[config.mk]
export PLATFORM = sky130hd
export DESIGN_NAME = rlzd_ctrl
export DESIGN_NICKNAME = d
export VERILOG_FILES = /design/src/design/rlzd_pkg.sv /design/src/design/rlzd_ctrl.sv
export SDC_FILE = /design/constraint.sdc
export NUM_CORES = 1
export LEC_CHECK = 0
export BUFFER_PORTS_ARGS = -buffer_cell sky130_fd_sc_hd__buf_2
export CELL_PAD_IN_SITES_DETAIL_PLACEMENT = 0
export CELL_PAD_IN_SITES_GLOBAL_PLACEMENT = 1
export CORE_ASPECT_RATIO = 0.5
export CORE_MARGIN = 2
export CORE_UTILIZATION = 45
export CTS_CLUSTER_SIZE = 30
export DETAILED_ROUTE_END_ITERATION = 12
export PLACE_DENSITY = 0.77
export SYNTH_ARGS = -nofsm -noshare
export SYNTH_HDL_FRONTEND = slang
export SYNTH_SLANG_ARGS = --single-unit
[constraint.sdc]
create_clock -name i_clk -period 10 [get_ports i_clk]
set_input_delay 2 -clock i_clk [delete_from_list [all_inputs] [get_ports i_clk]]
set_output_delay 2 -clock i_clk [all_outputs]
set_load 0.01 [all_outputs]
[src/design/rlzd_pkg.sv]
package rlzd_pkg;

    // fixed geometry of the decoder
    localparam int HISTORY_DEPTH = 1024;
    localparam int HIST_AW       = $clog2(HISTORY_DEPTH);
    localparam int LENGTH_BITS   = 24;
    localparam int SEQ_DEPTH     = 65;
    localparam int SEQ_AW        = $clog2(SEQ_DEPTH);
    localparam int RUN_W         = 14;
    localparam int REP_W         = 9;
    localparam int DIST_W        = 11;
    localparam int TDATA_W       = 16;
    localparam int CFG_IDX_W     = 1;

    // configuration register indexes
    localparam logic [CFG_IDX_W-1:0] REG_INPUT_LENGTH  = 1'd0;
    localparam logic [CFG_IDX_W-1:0] REG_OUTPUT_LENGTH = 1'd1;

    // decoder phase
    typedef enum logic [3:0] {
        PH_OP       = 4'd0,
        PH_RB_EXT   = 4'd1,
        PH_RB_DATA  = 4'd2,
        PH_RB_EMIT  = 4'd3,
        PH_BR_DIST  = 4'd4,
        PH_BR_EMIT  = 4'd5,
        PH_MS_COUNT = 4'd6,
        PH_MS_LOAD  = 4'd7,
        PH_MS_EMIT  = 4'd8,
        PH_LIT_EXT  = 4'd9,
        PH_LIT_DATA = 4'd10
    } t_phase;

    // where an emitted byte comes from
    typedef enum logic [1:0] {
        SRC_DIRECT = 2'd0,
        SRC_HIST   = 2'd1,
        SRC_SEQ    = 2'd2
    } t_src;

    // one decoded step, handed from the control to the memory stage
    typedef struct packed {
        logic               consumed;
        logic               emit;
        t_src               src;
        logic [7:0]         data;
        logic [HIST_AW-1:0] hist_raddr;
        logic [HIST_AW-1:0] hist_waddr;
        logic [SEQ_AW-1:0]  seq_raddr;
        logic               seq_we;
        logic [SEQ_AW-1:0]  seq_waddr;
        logic               finished;
        logic               failed;
    } t_step;

endpackage

[src/design/rlzd_ctrl.sv]
module rlzd_ctrl #(
    parameter int LENGTH_BITS = rlzd_pkg::LENGTH_BITS
) (
    input  logic                            i_clk,
    input  logic                            i_rst_n,
    input  logic                            i_step,
    input  logic                            i_in_valid,
    input  logic [7:0]                      i_in_byte,
    input  logic                            i_cfg_we,
    input  logic [rlzd_pkg::CFG_IDX_W-1:0]  i_cfg_idx,
    input  logic [LENGTH_BITS-1:0]          i_cfg_data,
    output rlzd_pkg::t_step                 o_step
);
    import rlzd_pkg::*;

    localparam int LB = LENGTH_BITS;

    t_phase            r_phase, n_phase;
    logic [RUN_W-1:0]  r_run, n_run;
    logic [REP_W-1:0]  r_rep, n_rep;
    logic [SEQ_AW-1:0] r_sidx, n_sidx;
    logic [SEQ_AW-1:0] r_slen, n_slen;
    logic [DIST_W-1:0] r_dist, n_dist;
    logic [7:0]        r_fill, n_fill;
    logic [1:0]        r_op_lo, n_op_lo;
    logic [LB-1:0]     r_wr, n_wr;
    logic [LB-1:0]     r_rd, n_rd;
    logic              r_err, n_err;
    logic [LB-1:0]     r_in_len;
    logic [LB-1:0]     r_out_len;

    logic [LB-1:0]     in_left, in_left_after, out_left;
    logic              active, need_in, take_ok, starve, emit_phase, do_emit;
    logic [RUN_W-1:0]  run_ext, run_dec;
    logic [LB-1:0]     run_ext_w, run_w, run_lit_w;
    logic [RUN_W-1:0]  run_lit;
    logic [DIST_W-1:0] dist_new;
    logic [SEQ_AW-1:0] sidx_inc;

    // bytes left on either side, saturating at zero
    assign in_left       = (r_in_len > r_rd) ? (r_in_len - r_rd) : '0;
    assign in_left_after = in_left - 1'b1;
    assign out_left      = (r_out_len > r_wr) ? (r_out_len - r_wr) : '0;

    assign active     = !r_err && (r_wr < r_out_len);
    assign emit_phase = (r_phase == PH_RB_EMIT) || (r_phase == PH_BR_EMIT)
                     || (r_phase == PH_MS_EMIT);
    assign need_in    = !emit_phase && (r_phase <= PH_LIT_DATA);
    assign starve     = active && need_in && (in_left == '0);
    assign take_ok    = active && need_in && (in_left != '0) && i_in_valid;
    assign do_emit    = (active && emit_phase) || (take_ok && r_phase == PH_LIT_DATA);

    // run arithmetic shared by several phases
    assign run_ext   = r_run + {1'b0, i_in_byte, 5'b0};
    assign run_dec   = r_run - 1'b1;
    assign run_lit   = RUN_W'(i_in_byte[4:0]) + 1'b1;
    assign run_ext_w = {{(LB-RUN_W){1'b0}}, run_ext};
    assign run_w     = {{(LB-RUN_W){1'b0}}, r_run};
    assign run_lit_w = {{(LB-RUN_W){1'b0}}, run_lit};
    assign dist_new  = {1'b0, r_op_lo, i_in_byte} + 1'b1;
    assign sidx_inc  = r_sidx + 1'b1;

    // next state
    always_comb begin
        n_phase = r_phase;
        n_run   = r_run;
        n_rep   = r_rep;
        n_sidx  = r_sidx;
        n_slen  = r_slen;
        n_dist  = r_dist;
        n_fill  = r_fill;
        n_op_lo = r_op_lo;
        n_wr    = do_emit ? (r_wr + 1'b1) : r_wr;
        n_rd    = take_ok ? (r_rd + 1'b1) : r_rd;
        n_err   = r_err || starve;
        if (active) begin
            unique case (r_phase)
                PH_OP: if (take_ok) begin
                    n_op_lo = i_in_byte[1:0];
                    if (in_left_after == '0) begin
                        n_err = 1'b1;
                    end else if (i_in_byte[7] && i_in_byte[6]) begin
                        n_run   = RUN_W'(i_in_byte[4:0]) + 2'd2;
                        n_phase = i_in_byte[5] ? PH_RB_EXT : PH_RB_DATA;
                    end else if (i_in_byte[7]) begin
                        n_run   = RUN_W'(i_in_byte[5:2]) + 2'd2;
                        n_phase = PH_BR_DIST;
                    end else if (i_in_byte[6]) begin
                        n_slen  = SEQ_AW'(i_in_byte[5:0]) + 2'd2;
                        n_phase = PH_MS_COUNT;
                    end else begin
                        n_run = run_lit;
                        if (i_in_byte[5]) begin
                            n_phase = PH_LIT_EXT;
                        end else if (run_lit_w > in_left_after || run_lit_w > out_left) begin
                            n_err = 1'b1;
                        end else begin
                            n_phase = PH_LIT_DATA;
                        end
                    end
                end
                PH_RB_EXT: if (take_ok) begin
                    n_run = run_ext;
                    if (in_left_after == '0) n_err = 1'b1;
                    else n_phase = PH_RB_DATA;
                end
                PH_RB_DATA: if (take_ok) begin
                    n_fill = i_in_byte;
                    if (run_w > out_left) n_err = 1'b1;
                    else n_phase = PH_RB_EMIT;
                end
                PH_BR_DIST: if (take_ok) begin
                    n_dist = dist_new;
                    if ({{(LB-DIST_W){1'b0}}, dist_new} > r_wr || run_w > out_left) begin
                        n_err = 1'b1;
                    end else begin
                        n_phase = PH_BR_EMIT;
                    end
                end
                PH_MS_COUNT: if (take_ok) begin
                    n_rep  = REP_W'(i_in_byte) + 1'b1;
                    n_sidx = '0;
                    if (in_left_after < {{(LB-SEQ_AW){1'b0}}, r_slen}) n_err = 1'b1;
                    else n_phase = PH_MS_LOAD;
                end
                PH_MS_LOAD: if (take_ok) begin
                    n_sidx = sidx_inc;
                    if (sidx_inc >= r_slen) begin
                        n_sidx  = '0;
                        n_phase = PH_MS_EMIT;
                    end
                end
                PH_MS_EMIT: begin
                    n_sidx = sidx_inc;
                    if (sidx_inc >= r_slen) begin
                        n_sidx = '0;
                        n_rep  = r_rep - 1'b1;
                        if (r_rep == REP_W'(1)) n_phase = PH_OP;
                    end
                end
                PH_LIT_EXT: if (take_ok) begin
                    n_run = run_ext;
                    if (run_ext_w > in_left_after || run_ext_w > out_left) n_err = 1'b1;
                    else n_phase = PH_LIT_DATA;
                end
                PH_RB_EMIT, PH_BR_EMIT, PH_LIT_DATA: if (do_emit) begin
                    n_run = run_dec;
                    if (run_dec == '0) n_phase = PH_OP;
                end
                default: n_phase = PH_OP;
            endcase
        end
    end

    // step outputs
    always_comb begin
        o_step            = '0;
        o_step.consumed   = take_ok;
        o_step.emit       = do_emit;
        o_step.data       = (r_phase == PH_RB_EMIT) ? r_fill : i_in_byte;
        o_step.hist_raddr = r_wr[HIST_AW-1:0] - r_dist[HIST_AW-1:0];
        o_step.hist_waddr = r_wr[HIST_AW-1:0];
        o_step.seq_raddr  = r_sidx;
        o_step.seq_we     = take_ok && (r_phase == PH_MS_LOAD);
        o_step.seq_waddr  = r_sidx;
        o_step.finished   = (n_wr >= r_out_len);
        o_step.failed     = n_err;
        if (r_phase == PH_BR_EMIT) o_step.src = SRC_HIST;
        else if (r_phase == PH_MS_EMIT) o_step.src = SRC_SEQ;
        else o_step.src = SRC_DIRECT;
    end

    // state registers, updated once per accepted word
    always_ff @(posedge i_clk) begin
        if (!i_rst_n) begin
            r_phase   <= PH_OP;
            r_run     <= '0;
            r_rep     <= '0;
            r_sidx    <= '0;
            r_slen    <= '0;
            r_dist    <= '0;
            r_fill    <= '0;
            r_op_lo   <= '0;
            r_wr      <= '0;
            r_rd      <= '0;
            r_err     <= 1'b0;
            r_in_len  <= '0;
            r_out_len <= '0;
        end else begin
            if (i_step) begin
                r_phase <= n_phase;
                r_run   <= n_run;
                r_rep   <= n_rep;
                r_sidx  <= n_sidx;
                r_slen  <= n_slen;
                r_dist  <= n_dist;
                r_fill  <= n_fill;
                r_op_lo <= n_op_lo;
                r_wr    <= n_wr;
                r_rd    <= n_rd;
                r_err   <= n_err;
            end
            if (i_cfg_we && i_cfg_idx == REG_INPUT_LENGTH) r_in_len <= i_cfg_data;
            if (i_cfg_we && i_cfg_idx == REG_OUTPUT_LENGTH) r_out_len <= i_cfg_data;
        end
    end

endmodule

==> impl_metrics.ini <==
[cts]
cts_buffers = 17
cts_hold_buf = 0
clkLatencyLatePin_ns = 0.46
cts_buffer_depth = 2
cts.sinks = 158
cts_htree_levels = 4
postCtsSetupRepairBufs = 0
ctsResizeCount = 0
tritoncts = yes
clk_pin_slew_ns = 0.07
root_buffer = clkbuf_16

[routing]
vias = 14700
drt-initial-drc-count = 1402
drc_errors = 0
antenna_left = 0
wire_per_inst_um = 18.9
vias_per_cell = 5.88
wl_mm = 47.2
dr.pass1.iters = 6

[pwr]
p_leak_nw = 6.68
ir_drop_mv = 0.0979
p_per_area_nw_per_um2 = 139

[setup_path]
critPathMaxStageDelay_ns = 0.72
worstSetupPathType = reg -> out
r2r_start = r_rd[0]
endpoint_kind = output pin
cp_common_cell = a21o_1
rr_endpoint = r_phase[3]
arrival_ns = 7.64
reg2reg_slack_ns = 3.56
setup.worst_path.start_class = flip-flop
required_ns = 8.00
crit_path_top_delay_cell = a2111oi_1
r2r_cells = 23
crit_fanout = 10

[global_route]
grt_pass1_wl_mm = 74.6
globalRouteOverflowTotal = 0
grt_max_degree = 84
gr-usage-all-layers = 0.269
antenna_found_initial = 0
grt_pass1_vias = 13200

[placement]
dp_hpwl_mm = 37.5
gp_congestion = 0.929
pre_cts_ws_ns = 0.838
portBuffers = 86

[timing]
final_hold_viol_count = 0
rsz0062_at_grt = false
period_needed_ns = 9.64
setup_violations = 0
period_share = 0.964
worst_slew_pin_slew_ns = 1.17
fin_skew_ns = 0.0134
tns_ns = 0
setup_slack_ns = 0.358
fmax_mhz = 104
max-slew-margin-rel = 0.216
finalMaxSlewViolations = 0

[yosys]
yosysUniqueCellTypes = 99
syn_area_um2 = 15000
ys_seq_area_frac = 0.210
synth_edf_count = 0
syn_avg_cell_area_um2 = 7.45
synth_nets = 2239
synthArstFlopShare = 0
ys_warn_count = 0
ys_seq_elements = 158
syn-instance-count = 2019
ys.flop_type = dfxtp_1

[worst_hold_path]
min-delay-start = r_in_len[0]
holdPathEnd = r_in_len[0]
worstHoldPathType = reg -> reg
worstHoldPathCells = 2

[layout]
layout.filler_cells = 3447
syn_to_final_growth_pct = 8.04
seq_area_um2 = 3160
final_cell_mix = nand2_1, nor2_1, a21oi_1, ha_1, dfxtp_1
nets = 2260
drive_above_1_share = 0.0921
multi_input_area_um2 = 10900
final_common_cell = nand2_1

[run_status]
outcome = finished clean

[floorplanning]
ios = 87
die_x_um = 263
coreArea_um2 = 33000
num_rows = 47
die-area_um2 = 35000
initial_core_util = 0.456
die_h_um = 133

[job]
drv_cap = 0
## report_power, final
group / internal [mW] / switching (mW)
registers: 0.645 / 0.0207
logic: 0.347 / 0.575
clock network: 0.336 / 0.332
## metal layers
metal	vias up	track usage	part of all wire	routed length, um
met5	-	0	0	0
met4	0	0.0584	0.014	639
met3	42	0.0447	0.069	3250
met2	461	0.392	0.40	18900
met1	6886	0.410	0.52	24400
li1	7284	-	-	-
## worst max path at each step
stage | start | end | slack [ns]
3_3_place_gp | r_rd[0] | o_step[1] | 0.90
2_1_floorplan | r_rd[0] | o_step[1] | 2.11
5_1_grt | r_rd[0] | o_step[1] | 0.008
3_5_place_dp | r_rd[0] | o_step[1] | 0.84
6_report | r_rd[0] | o_step[1] | 0.36
4_1_cts | r_rd[0] | o_step[1] | 0.29
## kinds of logic (layout without fill, tap and decap cells)
| logic type | count (synthesis) | after routing | synth area share |
|---|---|---|---|
| xor+xnor | 124 | 124 | 0.0722 |
| fa+ha+maj | 182 | 182 | 0.153 |
| other cells | 0 | 1 | 0 |
| buf+inv | 224 | 258 | 0.0625 |
| compound gates | 540 | 540 | 0.235 |
| simple gates | 763 | 763 | 0.247 |
| flops | 158 | 158 | 0.210 |
| mux | 28 | 28 | 0.0194 |
## through the flow
step            util  power (mW)  area (um^2)  hold slack (ns)  instances
2_1_floorplan      -        1.34        15000            0.436       2019
3_3_place_gp   0.474        1.58        15700            0.454       2462
3_5_place_dp   0.474        1.58        15700            0.452       2462
4_1_cts        0.492        2.25        16200            0.462       2494
5_1_grt        0.493        2.39        16200            0.490       2494
6_report       0.493        2.26        16300            0.462       2495
## state kept, by name, summed over array words and instances (netlist names), 8 cells and up
register and flops:
r_fill 8, r_rep 9, r_rd 24, r_in_len 24
r_wr 24, r_dist 10, r_out_len 24, r_run 14
## final cells by class
class                      instances  share of cell area
inverter                         130              0.0302
clock inverter                    15              0.0101
multi-input combinational       1637               0.674
sequential                       158               0.195
tap                              441              0.0340
timing repair buffer              96              0.0311
clock buffer                      17              0.0262
antenna                            1            0.000154
## synth_stat cells (all sizes together) (7+ instances only)
| cell | n | area share |
|---|---|---|
| nand4 | 38 | 0.016 |
| buf | 37 | 0.016 |
| clkbuf | 57 | 0.014 |
| nand3 | 56 | 0.019 |
| o22ai | 11 | 0.0050 |
| a22oi | 12 | 0.0063 |
| o21a | 23 | 0.012 |
| o21bai | 9 | 0.0045 |
| ha | 178 | 0.15 |
| or2 | 13 | 0.0054 |
| dfxtp | 158 | 0.21 |
| a211oi | 31 | 0.017 |
| nor2 | 200 | 0.050 |
| inv | 129 | 0.032 |
| a211o | 7 | 0.0042 |
| a31oi | 19 | 0.0083 |
| and2 | 23 | 0.0097 |
| and4 | 10 | 0.0060 |
| o31ai | 15 | 0.0075 |
| nor2b | 20 | 0.0083 |
| nor3 | 36 | 0.012 |
| nand2b | 19 | 0.0079 |
| nand2 | 242 | 0.060 |
| o211ai | 13 | 0.0074 |
| a21oi | 189 | 0.064 |
| mux2 | 9 | 0.0067 |
| or3 | 31 | 0.013 |
| o21ai | 99 | 0.033 |
| xnor2 | 94 | 0.055 |
| mux2i | 19 | 0.013 |
| nor4 | 30 | 0.015 |
| and3 | 18 | 0.0075 |
| xor2 | 30 | 0.017 |
| a21o | 41 | 0.021 |
## worst max-delay path, delay by kind of cell (launching register included)
family          cells  cell delay (ns)
buf+inv             1             0.16
compound gates     17             4.49
fa+ha+maj           3             0.95
simple gates        5             0.82
mux                 1             0.39
flops               1             0.36
Note: power is estimated with default switching activity, not from simulation.
